`src/rtl/bfr_pkg.sv`:
```
// Shared types and constants of the brightness fade ramp.
// No dependencies; imported by every module of the block.
package bfr_pkg;

  localparam int unsigned NUM_CHAN = 2;
  localparam int unsigned LVL_W    = 6;
  localparam int unsigned STEPS_W  = 8;
  localparam int unsigned PLANES_W = 6;
  localparam int unsigned QUO_W    = 6;
  localparam int unsigned ACC_W    = 9;
  localparam int unsigned CNT_W    = 3;

  typedef enum logic [1:0] {
    OP_TICK   = 2'd0,
    OP_START  = 2'd1,
    OP_SET    = 2'd2,
    OP_CANCEL = 2'd3
  } op_e;

  // Per-channel update command, valid for one cycle.
  typedef struct packed {
    logic                tick;
    logic                load;
    logic                clear;
    logic [LVL_W-1:0]    level;
    logic [LVL_W-1:0]    target;
    logic [STEPS_W-1:0]  steps;
    logic [PLANES_W-1:0] planes;
    logic                dir;
    logic [QUO_W-1:0]    quot;
    logic [STEPS_W-1:0]  rem;
  } chan_cmd_t;

  // Per-channel status toward the sequencer.
  typedef struct packed {
    logic                busy;
    logic [LVL_W-1:0]    next_level;
    logic [PLANES_W-1:0] planes;
  } chan_sts_t;

  typedef struct packed {
    logic busy;
    logic done;
  } div_sts_t;

endpackage

```
`src/rtl/bfr_div.sv`:
```
// Iterative restoring divider, one quotient bit per cycle.
// Depends on bfr_pkg.
module bfr_div (
  input  logic                         clk_i,
  input  logic                         rst_ni,
  input  logic                         start_i,
  input  logic [bfr_pkg::QUO_W-1:0]    dividend_i,
  input  logic [bfr_pkg::STEPS_W-1:0]  divisor_i,
  output bfr_pkg::div_sts_t            sts_o,
  output logic [bfr_pkg::QUO_W-1:0]    quotient_o,
  output logic [bfr_pkg::STEPS_W-1:0]  remainder_o
);
  import bfr_pkg::*;

  logic                busy_q, busy_d;
  logic                done_q, done_d;
  logic [CNT_W-1:0]    cnt_q, cnt_d;
  logic [QUO_W-1:0]    dvd_q, dvd_d;
  logic [STEPS_W-1:0]  rem_q, rem_d;
  logic [STEPS_W-1:0]  dvs_q, dvs_d;
  logic [STEPS_W:0]    trial;
  logic                fits;

  assign trial = {rem_q, dvd_q[QUO_W-1]};
  assign fits  = trial >= {1'b0, dvs_q};

  always_comb begin
    busy_d = busy_q;
    done_d = 1'b0;
    cnt_d  = cnt_q;
    dvd_d  = dvd_q;
    rem_d  = rem_q;
    dvs_d  = dvs_q;
    if (start_i) begin
      busy_d = 1'b1;
      cnt_d  = CNT_W'(QUO_W);
      dvd_d  = dividend_i;
      rem_d  = '0;
      dvs_d  = divisor_i;
    end else if (busy_q) begin
      rem_d = fits ? STEPS_W'(trial - {1'b0, dvs_q}) : trial[STEPS_W-1:0];
      dvd_d = {dvd_q[QUO_W-2:0], fits};
      cnt_d = cnt_q - 1'b1;
      if (cnt_q == CNT_W'(1)) begin
        busy_d = 1'b0;
        done_d = 1'b1;
      end
    end
  end

  always_ff @(posedge clk_i or negedge rst_ni) begin
    if (!rst_ni) begin
      busy_q <= 1'b0;
      done_q <= 1'b0;
      cnt_q  <= '0;
    end else begin
      busy_q <= busy_d;
      done_q <= done_d;
      cnt_q  <= cnt_d;
    end
  end

  always_ff @(posedge clk_i) begin
    dvd_q <= dvd_d;
    rem_q <= rem_d;
    dvs_q <= dvs_d;
  end

  assign sts_o.busy  = busy_q;
  assign sts_o.done  = done_q;
  assign quotient_o  = dvd_q;
  assign remainder_o = rem_q;

endmodule

```
`src/rtl/bfr_chan.sv`:
```
// One fade channel: ramp state and the DDA tick step.
// Depends on bfr_pkg.
module bfr_chan (
  input  logic               clk_i,
  input  logic               rst_ni,
  input  bfr_pkg::chan_cmd_t cmd_i,
  output bfr_pkg::chan_sts_t sts_o
);
  import bfr_pkg::*;

  logic                busy_q, busy_d;
  logic [LVL_W-1:0]    level_q, level_d;
  logic                dir_q, dir_d;
  logic [QUO_W-1:0]    quot_q, quot_d;
  logic [STEPS_W-1:0]  rem_q, rem_d;
  logic [ACC_W-1:0]    acc_q, acc_d;
  logic [STEPS_W-1:0]  steps_q, steps_d;
  logic [LVL_W-1:0]    target_q, target_d;
  logic [PLANES_W-1:0] planes_q, planes_d;

  // tick arithmetic, one bit wider than a level
  logic [LVL_W:0]   lvl_x, tgt_x, quo_x, step_x, extra_x;
  logic [ACC_W-1:0] acc_sum;
  logic [LVL_W-1:0] tick_level;
  logic [ACC_W-1:0] tick_acc;
  logic             tick_done;

  assign lvl_x   = {level_q[LVL_W-1], level_q};
  assign tgt_x   = {target_q[LVL_W-1], target_q};
  assign quo_x   = {1'b0, quot_q};
  assign step_x  = dir_q ? lvl_x - quo_x : lvl_x + quo_x;
  assign extra_x = dir_q ? step_x - 1'b1 : step_x + 1'b1;
  assign acc_sum = acc_q + {1'b0, rem_q};

  always_comb begin
    tick_level = target_q;
    tick_acc   = acc_q;
    tick_done  = 1'b1;
    if (step_x != tgt_x && lvl_x != tgt_x) begin
      tick_level = step_x[LVL_W-1:0];
      tick_acc   = acc_sum;
      tick_done  = 1'b0;
      if (acc_sum >= {1'b0, steps_q}) begin
        tick_level = extra_x[LVL_W-1:0];
        if (extra_x != tgt_x) begin
          tick_acc = acc_sum - {1'b0, steps_q};
        end else begin
          tick_done = 1'b1;
        end
      end
    end
  end

  always_comb begin
    busy_d   = busy_q;
    level_d  = level_q;
    dir_d    = dir_q;
    quot_d   = quot_q;
    rem_d    = rem_q;
    acc_d    = acc_q;
    steps_d  = steps_q;
    target_d = target_q;
    planes_d = planes_q;
    if (cmd_i.load) begin
      busy_d   = 1'b1;
      level_d  = cmd_i.level;
      dir_d    = cmd_i.dir;
      quot_d   = cmd_i.quot;
      rem_d    = cmd_i.rem;
      acc_d    = '0;
      steps_d  = cmd_i.steps;
      target_d = cmd_i.target;
      planes_d = cmd_i.planes;
    end else if (cmd_i.clear) begin
      busy_d   = 1'b0;
      level_d  = '0;
      dir_d    = 1'b0;
      quot_d   = '0;
      rem_d    = '0;
      acc_d    = '0;
      steps_d  = '0;
      target_d = '0;
      planes_d = '0;
    end else if (cmd_i.tick && busy_q) begin
      level_d = tick_level;
      acc_d   = tick_acc;
      busy_d  = !tick_done;
    end
  end

  always_ff @(posedge clk_i or negedge rst_ni) begin
    if (!rst_ni) begin
      busy_q <= 1'b0;
    end else begin
      busy_q <= busy_d;
    end
  end

  always_ff @(posedge clk_i) begin
    level_q  <= level_d;
    dir_q    <= dir_d;
    quot_q   <= quot_d;
    rem_q    <= rem_d;
    acc_q    <= acc_d;
    steps_q  <= steps_d;
    target_q <= target_d;
    planes_q <= planes_d;
  end

  assign sts_o.busy       = busy_q;
  assign sts_o.next_level = tick_level;
  assign sts_o.planes     = planes_q;

endmodule

```
`src/rtl/brightness_fade_ramp.sv`:
```
// Top level of the two-channel brightness fade ramp: sequencer, result slots
// and output register. Depends on bfr_pkg, bfr_div and bfr_chan.
//
//   channel  dir  handshake               payload
//   in       in   in_valid_i/in_stall_o   op, screens, steps, start/target level, planes
//   out      out  out_valid_o/out_stall_i write_valid, screen, plane_mask, level,
//                                         busy_main, busy_sub, error, last
//
// Flow: a start passes through accept, the divider, the done check, the update
// and one or two emit beats; tick, set-now and cancel skip the divider. The
// divider resolves one quotient bit of |start - target| / steps per cycle.
// One item at a time: in_stall_o is high from accept until the last result
// beat is loaded into the output register. Output stalls hold the register
// and the sequencer. Reset (rst_ni low) idles all channels and empties output.
module brightness_fade_ramp (
  input  logic                          clk_i,
  input  logic                          rst_ni,
  // input beats
  input  logic                          in_valid_i,
  output logic                          in_stall_o,
  input  logic [1:0]                    op_i,
  input  logic [1:0]                    screens_i,
  input  logic [bfr_pkg::STEPS_W-1:0]   steps_i,
  input  logic signed [bfr_pkg::LVL_W-1:0] start_level_i,
  input  logic signed [bfr_pkg::LVL_W-1:0] target_level_i,
  input  logic [bfr_pkg::PLANES_W-1:0]  planes_i,
  // result beats
  output logic                          out_valid_o,
  input  logic                          out_stall_i,
  output logic                          write_valid_o,
  output logic                          screen_o,
  output logic [bfr_pkg::PLANES_W-1:0]  plane_mask_o,
  output logic signed [bfr_pkg::LVL_W-1:0] level_o,
  output logic                          busy_main_o,
  output logic                          busy_sub_o,
  output logic                          error_o,
  output logic                          last_o
);
  import bfr_pkg::*;

  typedef enum logic [3:0] {
    ST_IDLE = 4'b0001,
    ST_DIV  = 4'b0010,
    ST_UPD  = 4'b0100,
    ST_EMIT = 4'b1000
  } state_e;

  state_e state_q, state_d;

  // captured input beat
  op_e                 op_q;
  logic [1:0]          scr_q;
  logic [STEPS_W-1:0]  steps_q;
  logic [LVL_W-1:0]    start_q, target_q;
  logic [PLANES_W-1:0] planes_q;
  logic                dir_q;
  logic                err_q, err_d;

  // pending results, slot i belongs to channel i
  logic [NUM_CHAN-1:0] slot_vld_q, slot_vld_d;
  logic [LVL_W-1:0]    slot_lvl_q [NUM_CHAN];
  logic [PLANES_W-1:0] slot_pln_q [NUM_CHAN];

  logic                in_acc;
  logic                out_free;
  logic [LVL_W:0]      diff;
  logic [QUO_W-1:0]    mag;

  div_sts_t            div_sts;
  logic [QUO_W-1:0]    div_quot;
  logic [STEPS_W-1:0]  div_rem;

  chan_cmd_t           cmd  [NUM_CHAN];
  chan_sts_t           csts [NUM_CHAN];
  logic                is_load;

  // output register
  logic                ov_q, ov_d;
  logic                wv_q, scr_o_q, busy0_q, busy1_q, oerr_q, last_q;
  logic [PLANES_W-1:0] pm_q;
  logic [LVL_W-1:0]    lvl_o_q;
  logic                load_out;
  logic                ld_wv, ld_scr, ld_last;
  logic [PLANES_W-1:0] ld_pm;
  logic [LVL_W-1:0]    ld_lvl;

  assign in_stall_o = (state_q != ST_IDLE);
  assign in_acc     = in_valid_i && !in_stall_o;
  assign out_free   = !ov_q || !out_stall_i;

  // |start - target| feeds the divider straight from the beat
  assign diff = {start_level_i[LVL_W-1], start_level_i}
              - {target_level_i[LVL_W-1], target_level_i};
  assign mag  = diff[LVL_W] ? QUO_W'(-diff) : diff[QUO_W-1:0];

  bfr_div u_div (
    .clk_i       (clk_i),
    .rst_ni      (rst_ni),
    .start_i     (in_acc && op_e'(op_i) == OP_START),
    .dividend_i  (mag),
    .divisor_i   (steps_i),
    .sts_o       (div_sts),
    .quotient_o  (div_quot),
    .remainder_o (div_rem)
  );

  assign is_load = (op_q == OP_START) && (steps_q != '0);

  for (genvar i = 0; i < NUM_CHAN; i++) begin : g_chan
    always_comb begin
      cmd[i].tick   = (state_q == ST_UPD) && (op_q == OP_TICK);
      cmd[i].load   = (state_q == ST_UPD) && is_load && scr_q[i];
      cmd[i].clear  = (state_q == ST_UPD) && scr_q[i]
                   && (op_q == OP_SET || op_q == OP_CANCEL);
      cmd[i].level  = start_q;
      cmd[i].target = target_q;
      cmd[i].steps  = steps_q;
      cmd[i].planes = planes_q;
      cmd[i].dir    = dir_q;
      cmd[i].quot   = div_quot;
      cmd[i].rem    = div_rem;
    end

    bfr_chan u_chan (
      .clk_i  (clk_i),
      .rst_ni (rst_ni),
      .cmd_i  (cmd[i]),
      .sts_o  (csts[i])
    );

    // result slot fill during the update cycle
    always_ff @(posedge clk_i) begin
      if (state_q == ST_UPD) begin
        slot_lvl_q[i] <= (op_q == OP_TICK) ? csts[i].next_level : start_q;
        slot_pln_q[i] <= (op_q == OP_TICK) ? csts[i].planes : planes_q;
      end
    end
  end

  // emit order: main first, then sub, else one empty status beat
  always_comb begin
    ld_wv   = 1'b0;
    ld_scr  = 1'b0;
    ld_pm   = '0;
    ld_lvl  = '0;
    ld_last = 1'b1;
    if (slot_vld_q[0]) begin
      ld_wv   = 1'b1;
      ld_pm   = slot_pln_q[0];
      ld_lvl  = slot_lvl_q[0];
      ld_last = !slot_vld_q[1];
    end else if (slot_vld_q[1]) begin
      ld_wv  = 1'b1;
      ld_scr = 1'b1;
      ld_pm  = slot_pln_q[1];
      ld_lvl = slot_lvl_q[1];
    end
  end

  always_comb begin
    state_d    = state_q;
    slot_vld_d = slot_vld_q;
    err_d      = err_q;
    load_out   = 1'b0;
    unique case (state_q)
      ST_IDLE: begin
        if (in_acc) begin
          state_d = (op_e'(op_i) == OP_START) ? ST_DIV : ST_UPD;
        end
      end
      ST_DIV: begin
        if (div_sts.done) begin
          state_d = ST_UPD;
        end
      end
      ST_UPD: begin
        err_d = is_load && ((scr_q[0] && csts[0].busy) || (scr_q[1] && csts[1].busy));
        for (int i = 0; i < NUM_CHAN; i++) begin
          slot_vld_d[i] = ((op_q == OP_TICK) && csts[i].busy)
                       || (is_load && scr_q[i])
                       || ((op_q == OP_SET) && scr_q[i]);
        end
        state_d = ST_EMIT;
      end
      ST_EMIT: begin
        if (out_free) begin
          load_out = 1'b1;
          if (slot_vld_q[0]) begin
            slot_vld_d[0] = 1'b0;
          end else begin
            slot_vld_d[1] = 1'b0;
          end
          if (ld_last) begin
            state_d = ST_IDLE;
          end
        end
      end
      default: state_d = ST_IDLE;
    endcase
  end

  always_comb begin
    ov_d = ov_q;
    if (load_out) begin
      ov_d = 1'b1;
    end else if (!out_stall_i) begin
      ov_d = 1'b0;
    end
  end

  always_ff @(posedge clk_i or negedge rst_ni) begin
    if (!rst_ni) begin
      state_q    <= ST_IDLE;
      slot_vld_q <= '0;
      ov_q       <= 1'b0;
    end else begin
      state_q    <= state_d;
      slot_vld_q <= slot_vld_d;
      ov_q       <= ov_d;
    end
  end

  always_ff @(posedge clk_i) begin
    err_q <= err_d;
    if (in_acc) begin
      op_q     <= op_e'(op_i);
      scr_q    <= screens_i;
      steps_q  <= steps_i;
      start_q  <= start_level_i;
      target_q <= target_level_i;
      planes_q <= planes_i;
      dir_q    <= !diff[LVL_W] && (diff != '0);
    end
    if (load_out) begin
      wv_q    <= ld_wv;
      scr_o_q <= ld_scr;
      pm_q    <= ld_pm;
      lvl_o_q <= ld_lvl;
      busy0_q <= csts[0].busy;
      busy1_q <= csts[1].busy;
      oerr_q  <= err_q;
      last_q  <= ld_last;
    end
  end

  assign out_valid_o   = ov_q;
  assign write_valid_o = wv_q;
  assign screen_o      = scr_o_q;
  assign plane_mask_o  = pm_q;
  assign level_o       = lvl_o_q;
  assign busy_main_o   = busy0_q;
  assign busy_sub_o    = busy1_q;
  assign error_o       = oerr_q;
  assign last_o        = last_q;

endmodule

```
`config.mk`:
```
export PLATFORM = sky130hd
export DESIGN_NAME = brightness_fade_ramp
export DESIGN_NICKNAME = d
export VERILOG_FILES = /design/src/rtl/bfr_pkg.sv /design/src/rtl/bfr_div.sv /design/src/rtl/bfr_chan.sv /design/src/rtl/brightness_fade_ramp.sv
export SDC_FILE = /design/constraint.sdc
export NUM_CORES = 1
export LEC_CHECK = 0
export ABC_AREA = 1
export BUFFER_PORTS_ARGS = -buffer_cell sky130_fd_sc_hd__buf_4
export CAP_MARGIN = 20
export CORE_MARGIN = 5
export CORE_UTILIZATION = 25
export CTS_BUF_LIST = sky130_fd_sc_hd__clkbuf_4
export CTS_CLUSTER_DIAMETER = 60
export DETAILED_ROUTE_END_ITERATION = 12
export SYNTH_ARGS = -nofsm -noshare
export SYNTH_HDL_FRONTEND = slang
export SYNTH_HIERARCHICAL = 1
export SYNTH_SLANG_ARGS = --single-unit
```
`constraint.sdc`:
```
create_clock -name clk_i -period 3.9 [get_ports clk_i]
set_clock_uncertainty 0.2 [all_clocks]
set_input_delay 0.78 -clock clk_i [delete_from_list [all_inputs] [get_ports clk_i]]
set_output_delay 0.78 -clock clk_i [all_outputs]
set_load 0.01 [all_outputs]
```
==> out/results.tsv, run 1 <==
stage	metric	value	unit
synthesis	syn_area_per_cell	8.28	um^2
worst_setup_path	cp_slowest_cell	fa_1	
sta	fmax	267	MHz
finish	area_growth	22.0	%
finish	drive_above_1_share	0.186	
detailed_routing	vias_per_cell	4.42	
clock_network	clk_latency	0.72	ns
sta	postLayoutSetupSlackWorst	0.149	ns
placed_design	place_inst	2355	
finish	final_core_util	0.308	
floorplanning	die_x	241	um
run	drv_cap	0	
grt	grt_pass1_vias	10681	
status	outcome	finished, final reports clean	
power_and_ir_drop	leakage	7.91	nW
finish	regArea	5980	um^2
detailed_routing	drcViolationCount	0	
detailed_routing	dr_total_vias	11031	
grt	grt_antenna_before_repair	1	
sta	max_slew_margin	0.304	
synthesis	syn_inst	1605	
worst_setup_path	crit_path_max_fanout	5	
finish	n_fill_cell	5510	
floorplanning	die_y	241	um
clock_network	cts.sink_count	210	
clock_network	clk_pin_slew	0.06	ns
worst_setup_path	required	4.08	ns
sta	period_share	0.962	
grt	grt_pass1_wl	55400	um
detailed_routing	ant_nets	0	
floorplanning	start_util	0.252	
detailed_routing	routed_wl	35200	um
sta	layout_min_cycle_time	3.75	ns
sta	finalHoldViolCount	0	
sta	setup_viol	0	
worst_setup_path	slowest_delay	0.39	ns
clock_network	ctsHtreeMaxLevel	2	
sta	worst_pin_slew	1.04	ns
sta	slew_violations	0	
synthesis	yosys_warnings	6	
detailed_routing	wl_met2	17400	um
clock_network	cts_root_buf	clkbuf_4	
worst_setup_path	end_kind	flip-flop	
clock_network	cts_tree	built	
detailed_routing	drt_iter0_drc	575	
finish	fin_nets	1883	
worst_setup_path	worstSetupPathType	reg -> reg	
detailed_routing	wl_per_cell	14.1	um
detailed_routing	routed.top_layer	met4	
floorplanning	core	52700	um^2
placed_design	portBuffers	53	
floorplanning	die_area	57900	um^2
floorplanning	num_rows	84	
worst_setup_path	crit_arrival	3.94	ns
floorplanning	io_pins	54	
grt	grt_max_degree	43	
finish	final-instance-count-excl-fill	2496	
clock_network	clock_path_buffers	3	
worst_setup_path	worstPathCellList	ha_1, fa_1, nand3_1, nand2_1, a21oi_1, o21ai_1, xnor2_1, inv_1, ha_4, a21oi_2, nand3_2, a21oi_4, nand2_2, o21ai_2, nand2_1, and2_1, nand3_1, nand2_1	
detailed_routing	drt-pass1-iter-count	5	
worst_hold_path	worstHoldPathType	in -> reg	
clock_network	cts_buffers	56	
placed_design	place_ws	-0.0533	ns
worst_setup_path	cp-start-kind	flip-flop	
power_and_ir_drop	vdd_drop_max	246	uV
placed_design	gp_congestion	0.965	
worst_setup_path	path_common_cell	nand2_1	
power_and_ir_drop	pwr_density_cell	767	nW/um^2
finish	final_cell_area	16200	um^2
detailed_routing	dr_wl_met3	1920	um
grt	grtUsageTotal	0.118	
synthesis	syn_area	13300	um^2
detailed_routing	wl_met1	15000	um
grt	globalRouteOverflowTotal	0	
finish	multi_input_area	6460	um^2
placed_design	post_dp_cell_area	14700	um^2
placed_design	hpwl	26500	um
synthesis	synth_fp_nets	1724	
where the power goes:
group | switching (mW) | internal (mW) | total, mW
clock | 0.935 | 1.06 | 1.99
combinational | 4.21 | 2.67 | 6.88
sequential | 0.436 | 3.12 | 3.56
total | 5.58 | 6.85 | 12.4
repair_timing:
action                                  CTS  global route
endpoints found under the hold margin    50             0
hold buffers                             29             0
gates cloned                              0             3
resized for setup                         9            81
buffers inserted                          0             7
pin swaps                                 2            27
endpoints found under the setup margin   17            36
area by class of cell:
class	instances	area share
Clock buffer	78	0.0361
Sequential cell	210	0.369
Tap cell	688	0.0531
Clock inverter	23	0.00911
Timing Repair Buffer	129	0.0647
Inverter	299	0.0696
Multi-Input combinational cell	1068	0.398
Antenna cell	1	0.000154
metrics by stage:
step	hold WS, ns	TNS [ns]	total power [mW]
after floorplan	0.200	0	8.13
after global placement	0.216	0	9.69
after detailed placement	0.213	-0.391	9.78
after CTS	0.00472	0	11.9
after global routing	0.0106	-0.163	13.5
final	0.0758	0	12.4
cells in the final DEF (no fill, tap or decap), drive strengths merged, types with 19 or more instances in the layout:
master / instances
dlygate4sd3: 29
xor2: 32
a21oi: 70
nor2: 78
dfxtp: 26
xnor2: 19
nand3: 154
clkbuf: 78
o21ai: 34
nand2: 490
ha: 75
edfxtp: 170
inv: 296
nand4: 28
clkinv: 23
buf: 100
worst max-delay path: cells and delay by family (launching register included):
kind	cells	cell delay, ns
AO/OA/AOI/OAI	5	0.82
AND/OR/NAND/NOR	8	0.83
XOR/XNOR	1	0.22
buffers and inverters	1	0.11
flip-flops	1	0.36
adder cells (fa/ha/maj)	3	0.87
flip-flops by register name, summed over array words and instances (netlist names), 8 cells and up:
signal and count:
u_div/dvs_q 8, g_chan.u_chan/level_q 12, slot_pln_q 12, g_chan.u_chan/target_q 12, steps_q 8, g_chan.u_chan/rem_q 16, g_chan.u_chan/quot_q 12, slot_lvl_q 12
u_div/remainder_o 8, g_chan.u_chan/steps_q 16, g_chan.u_chan/acc_q 18, g_chan.u_chan/planes_q 12
metal layers:
| metal | GRT usage | up-vias |
|---|---|---|
| met5 | 0 | - |
| met4 | 0.0389 | 0 |
| met3 | 0.0206 | 67 |
| met2 | 0.203 | 284 |
| met1 | 0.151 | 5131 |
| li1 | - | 5549 |
path summary, 6_finish.rpt:
kind	endpoint	slack (ns)	depth (start not counted)	start
setup / recovery	slot_lvl_q[0][3]	0.15	18	g_chan[0].u_chan/rem_q[0]
hold / removal	start_q[5]	0.08	1	start_level_i[5]
setup reg to reg	slot_lvl_q[0][3]	0.15	18	g_chan[0].u_chan/rem_q[0]
hold reg to reg	error_o	0.23	0	err_q
max in group asynchronous	state_q[0]	2.97	2	rst_ni
min in group asynchronous	g_chan[1].u_chan/busy_q	0.26	2	rst_ni
No activity file was read; power rests on OpenSTA's default activity.
==> run 2, diff against run 1 <==
- ABC_AREA: 1 -> not set
==> out/results.tsv, run 2 <==
stage	metric	value	unit
status	outcome	finished with violations	
status	violations	setup timing	
synthesis	syn_area	12600	um^2
worst_setup_path	cp_slowest_cell	a2111o_1	
clock_network	cts.sink_count	210	
power_and_ir_drop	power_switching	967	uW
worst_hold_path	hold_path_depth	1	
detailed_routing	drt_iter0_drc	475	
sta	layout_min_cycle_time	4.43	ns
placed_design	post_dp_cell_area	14800	um^2
worst_setup_path	cp-start-kind	flip-flop	
grt	grtUsageTotal	0.113	
grt	grt_max_degree	44	
placed_design	portBuffers	53	
finish	final-instance-count-excl-fill	2153	
detailed_routing	wl_per_cell	14.9	um
placed_design	hpwl	22800	um
finish	area_growth	33.1	%
power_and_ir_drop	pwr_density_cell	262	nW/um^2
worst_setup_path	worstPathCellList	inv_2, ha_4, nor2_1, xnor2_2, ha_2, o21a_1, o31a_1, a21oi_2, ha_1, a21oi_4, a2111o_1, o311ai_2, xnor3_1, mux2i_2, o22ai_2, o211a_1, or3_1, a21oi_1	
worst_setup_path	end_kind	flip-flop	
power_and_ir_drop	comb_power_share	0.027	
detailed_routing	ant_nets	0	
grt	globalRouteOverflowTotal	0	
synthesis	yosys_warnings	6	
placed_design	gp_congestion	0.854	
worst_setup_path	reg2reg_slack	-0.53	ns
finish	final_cell_mix	buf_4 (209), edfxtp_1 (170), nand2_1 (96)	
placed_design	place_ws	-0.507	ns
worst_setup_path	r2r_cells	18	
clock_network	cts_tree	built	
sta	max_slew_margin	0.360	
finish	layout_commonest_cell	buf_4	
floorplanning	start_util	0.251	
worst_setup_path	required	4.31	ns
clock_network	clk_latency	0.69	ns
synthesis	synth_fp_nets	1298	
floorplanning	num_rows	82	
power_and_ir_drop	p_total	4.38	mW
sta	worst_pin_slew	0.958	ns
sta	period_share	1.14	
worst_hold_path	worstHoldPathType	in -> reg	
sta	fmax	226	MHz
floorplanning	io_pins	54	
power_and_ir_drop	switching_share	0.221	
worst_setup_path	crit_path_max_fanout	4	
power_and_ir_drop	clkPwrFrac	0.426	
synthesis	syn_inst	1179	
run	drv_cap	0	
worst_setup_path	crit_path_end	g_chan[1].u_chan/acc_q[8]	
sta	postLayoutSetupSlackWorst	-0.530	ns
synthesis	syn_area_per_cell	10.7	um^2
floorplanning	die_x	234	um
floorplanning	die_y	234	um
worst_setup_path	worstSetupStartpoint	g_chan[1].u_chan/quot_q[0]	
clock_network	clock_path_buffers	3	
worst_setup_path	r2r-end	g_chan[1].u_chan/acc_q[8]	
worst_setup_path	worstSetupPathType	reg -> reg	
detailed_routing	drt-pass1-iter-count	5	
clock_network	cts_buffers	51	
clock_network	clk_pin_slew	0.07	ns
sta	slew_violations	0	
placed_design	place_inst	1997	
power_and_ir_drop	p_seq_frac	0.547	
finish	final_cell_area	16700	um^2
floorplanning	die_area	54800	um^2
grt	grt_pass1_wl	50500	um
grt	grt_antenna_before_repair	1	
detailed_routing	vias_per_cell	4.53	
sta	finalHoldViolCount	0	
detailed_routing	routed_wl	32100	um
detailed_routing	drcViolationCount	0	
worst_setup_path	r2r_start	g_chan[1].u_chan/quot_q[0]	
grt	grt_pass1_vias	9925	
sta	setup_viol	31	
finish	fin_nets	1557	
power_and_ir_drop	leakage	6.79	nW
clock_network	cts_root_buf	clkbuf_4	
power_and_ir_drop	p_int	3.41	mW
sta	whs	0.0814	ns
worst_setup_path	crit_arrival	4.84	ns
clock_network	ctsHtreeMaxLevel	2	
floorplanning	core	50000	um^2
finish	largest_reg_flops	18	
detailed_routing	dr_total_vias	9743	
finish	drive_above_1_share	0.348	
finish	regMostFlops	g_chan.u_chan/acc_q	
sta	rsz0062_at_grt	yes	
finish	top_regs	g_chan.u_chan/acc_q: 18 flops, g_chan.u_chan/rem_q: 16 flops, g_chan.u_chan/steps_q: 16 flops	
worst_setup_path	slowest_delay	0.45	ns
power_and_ir_drop	vdd_drop_max	198	uV
run 2: layout make-up:
cell class	count	area, um^2
diodes	1	2.50
clock buffers	68	510
clock inverters	27	169
fillers	4985	33200
inverters	85	324
multi-input cells	848	6950
flip-flops and latches	210	5980
well taps	672	841
repair buffers	242	1950
run 2: timing repair:
action,4_1_cts,5_1_grt
gates resized for setup,92,93
setup endpoints to repair,43,44
buffers inserted,39,25
endpoints found under the hold margin,14,0
cloned,2,0
pin swaps,32,74
hold buffers,1,0
run 2: power groups by stage:
stage                     sequential (mW)  clock [mW]  combinational [mW]
after floorplan                      2.44           0              0.0643
after global placement               2.44           0               0.113
after detailed placement             2.44           0               0.116
after CTS                            2.39        1.94               0.118
after global routing                 2.39        2.05               0.128
final                                2.39        1.87               0.116
run 2: critical path: cells and delay by family, from the launching register on:
kind / cells / cell delay, ns
buffers and inverters: 1 / 0.07
muxes: 1 / 0.24
xor gates and xnor gates: 2 / 0.41
adders and majority gates: 3 / 0.89
DFF: 1 / 0.39
and+or+nand+nor: 2 / 0.54
AOI/OAI and AO/OA: 9 / 1.60
run 2: metrics by stage:
step	setup TNS (ns)	utilization
after global routing	-15.12	0.335
after global placement	-11.12	0.295
after CTS	-7.77	0.323
after detailed placement	-12.90	0.295
final	-9.58	0.335
after floorplan	-2.72	-
run 2: worst min path at each step:
stage	from	endpoint	slack (ns)
6_report	steps_i[1]	steps_q[1]	0.08
5_1_grt	steps_i[1]	steps_q[1]	0.02
4_1_cts	steps_i[1]	steps_q[1]	0.004
3_5_place_dp	err_q	error_o	0.24
3_3_place_gp	err_q	error_o	0.24
2_1_floorplan	err_q	error_o	0.20
run 2: layer usage:
| metal | routed length [um] | vias up | GRT usage | part of all wire |
|---|---|---|---|---|
| met4 | 1050 | 0 | 0.0475 | 0.033 |
| met3 | 1340 | 60 | 0.0207 | 0.042 |
| met5 | 0 | - | 0 | 0 |
| met2 | 16100 | 211 | 0.198 | 0.50 |
| met1 | 13600 | 4682 | 0.138 | 0.43 |
| li1 | - | 4790 | - | - |
==> run 3, diff against run 2 <==
- CTS_BUF_LIST: sky130_fd_sc_hd__clkbuf_4 -> sky130_fd_sc_hd__clkbuf_8
==> out/results.tsv, run 3 (synthesis gave the netlist of run 2 again) <==
stage	metric	value	unit
grt	grtUsageTotal	0.111	
finish	layout_commonest_cell	buf_4	
floorplanning	num_rows	82	
power_and_ir_drop	vdd_drop_max	194	uV
worst_setup_path	crit_arrival	4.68	ns
floorplanning	io_pins	54	
sta	slew_violations	0	
clock_network	clk_pin_slew	0.07	ns
clock_network	cts_buffers	35	
detailed_routing	dr_total_vias	9503	
placed_design	portBuffers	53	
worst_setup_path	reg2reg_slack	-0.53	ns
worst_hold_path	worst_hold_path.endpoint	planes_q[0]	
sta	whs	0.209	ns
worst_hold_path	worstHoldStart	planes_i[0]	
clock_network	ctsHtreeMaxLevel	2	
sta	finalHoldViolCount	0	
grt	grt_max_degree	44	
detailed_routing	drcViolationCount	0	
detailed_routing	drt_iter0_drc	489	
power_and_ir_drop	p_total	4.46	mW
sta	max_slew_margin	0.366	
sta	layout_min_cycle_time	4.43	ns
finish	final_cell_mix	buf_4 (199), edfxtp_1 (170), nand2_1 (97)	
clock_network	cts_root_buf	clkbuf_8	
finish	drive_above_1_share	0.314	
worst_setup_path	r2r-end	g_chan[1].u_chan/acc_q[8]	
sta	period_share	1.14	
clock_network	cts.sink_count	210	
grt	grt_pass1_wl	49600	um
floorplanning	start_util	0.251	
worst_setup_path	slowest_delay	0.38	ns
detailed_routing	wl_per_cell	14.9	um
worst_setup_path	path_common_cell	ha_4	
worst_hold_path	hold_path_depth	1	
worst_setup_path	end_kind	flip-flop	
power_and_ir_drop	leakage	6.66	nW
detailed_routing	ant_nets	0	
clock_network	clk_latency	0.54	ns
worst_setup_path	cp_slowest_cell	edfxtp_1	
floorplanning	die_x	234	um
floorplanning	core	50000	um^2
finish	regMostFlops	g_chan.u_chan/acc_q	
status	outcome	finished with violations	
finish	top_regs	g_chan.u_chan/acc_q: 18 flops, g_chan.u_chan/rem_q: 16 flops, g_chan.u_chan/steps_q: 16 flops	
placed_design	hpwl	22800	um
clock_network	clock_path_buffers	3	
worst_setup_path	crit_path_max_fanout	6	
grt	grt_pass1_vias	9623	
floorplanning	die_area	54800	um^2
power_and_ir_drop	pwr_density_cell	270	nW/um^2
worst_setup_path	r2r_cells	19	
finish	n_fill_cell	5003	
worst_setup_path	r2r_start	g_chan[1].u_chan/quot_q[1]	
sta	rsz0062_at_grt	yes	
run	drv_cap	0	
sta	postLayoutSetupSlackWorst	-0.528	ns
worst_setup_path	worstPathCellList	inv_1, ha_4, mux2_4, inv_2, ha_4, nor2b_4, o31a_1, buf_6, o311ai_4, ha_4, inv_4, nor3_2, a211o_1, o31a_1, mux2i_2, o22ai_2, o211a_1, or3_1, a21oi_1	
placed_design	gp_congestion	0.854	
detailed_routing	drt-pass1-iter-count	5	
finish	largest_reg_flops	18	
detailed_routing	routed_wl	31400	um
grt	globalRouteOverflowTotal	0	
worst_setup_path	worstSetupPathType	reg -> reg	
worst_setup_path	cp-start-kind	flip-flop	
sta	fmax	226	MHz
finish	area_growth	31.2	%
worst_hold_path	worstHoldPathType	in -> reg	
sta	setup_viol	26	
status	violations	setup timing	
grt	grt_antenna_before_repair	1	
sta	worst_pin_slew	0.949	ns
clock_network	cts_tree	built	
floorplanning	die_y	234	um
finish	fin_nets	1522	
worst_setup_path	required	4.16	ns
detailed_routing	vias_per_cell	4.52	
## run 3: per-layer routing
| layer | GRT usage | share of wire | up-vias | wire length, um |
|---|---|---|---|---|
| met1 | 0.139 | 0.44 | 4565 | 13700 |
| met3 | 0.0182 | 0.036 | 59 | 1130 |
| met5 | 0 | 0 | - | 0 |
| met4 | 0.0468 | 0.032 | 0 | 1020 |
| li1 | - | - | 4687 | - |
| met2 | 0.191 | 0.49 | 192 | 15500 |
## run 3: how the worst max path moves through the flow
stage,depth (start not counted),endpoint,start,slack (ns)
floorplan,17,g_chan[1].u_chan/acc_q[8],g_chan[1].u_chan/dir_q,-0.29
global placement,19,g_chan[0].u_chan/acc_q[3],g_chan[0].u_chan/quot_q[0],-0.44
detailed placement,20,g_chan[0].u_chan/acc_q[8],g_chan[0].u_chan/quot_q[1],-0.51
CTS,20,g_chan[0].u_chan/acc_q[0],g_chan[0].u_chan/quot_q[0],-0.46
global route,18,g_chan[1].u_chan/acc_q[8],g_chan[1].u_chan/quot_q[2],-0.65
finish,19,g_chan[1].u_chan/acc_q[8],g_chan[1].u_chan/quot_q[1],-0.53
## run 3: report_power, final
part | total (mW) | internal, mW | switching (mW)
Sequential | 2.40 | 2.40 | 0.0000000000000000267
Clock | 1.94 | 1.06 | 0.885
Combinational | 0.116 | 0.0553 | 0.0612
## run 3: area by class of cell
| class | count | area (um^2) | share of cell area |
|---|---|---|---|
| Sequential cell | 210 | 5980 | 0.363 |
| Antenna cell | 1 | 2.50 | 0.000152 |
| Clock inverter | 25 | 165 | 0.0100 |
| Multi-Input combinational cell | 848 | 6860 | 0.416 |
| Tap cell | 672 | 841 | 0.0510 |
| Timing Repair Buffer | 223 | 1780 | 0.108 |
| Inverter | 85 | 324 | 0.0197 |
| Clock buffer | 39 | 537 | 0.0326 |
## run 3: critical path: cells and delay by family (launching register included)
family	cells	cell delay, ns
AOI/OAI and AO/OA	7	1.64
adders and majority gates	3	0.67
buffers and inverters	4	0.43
DFF	1	0.38
muxes	2	0.50
and+or+nand+nor	3	0.52
## run 3: metrics by stage
step	instances	instance area, um^2	setup TNS [ns]	worst slack, ns	utilization
6_report	2103	16500	-8.86	-0.528	0.330
5_1_grt	2103	16500	-12.89	-0.651	0.330
4_1_cts	2089	16000	-8.39	-0.462	0.320
3_5_place_dp	1997	14800	-12.90	-0.507	0.295
3_3_place_gp	1997	14800	-11.12	-0.442	0.295
2_1_floorplan	1179	12700	-2.72	-0.293	-
## run 3: repair_timing
action	CTS	global route
setup buffers	26	20
pin swaps	14	69
gates resized for setup	72	88
cloned	1	0
setup endpoints to repair	42	44
hold buffers	1	0
endpoints found under the hold margin	13	0
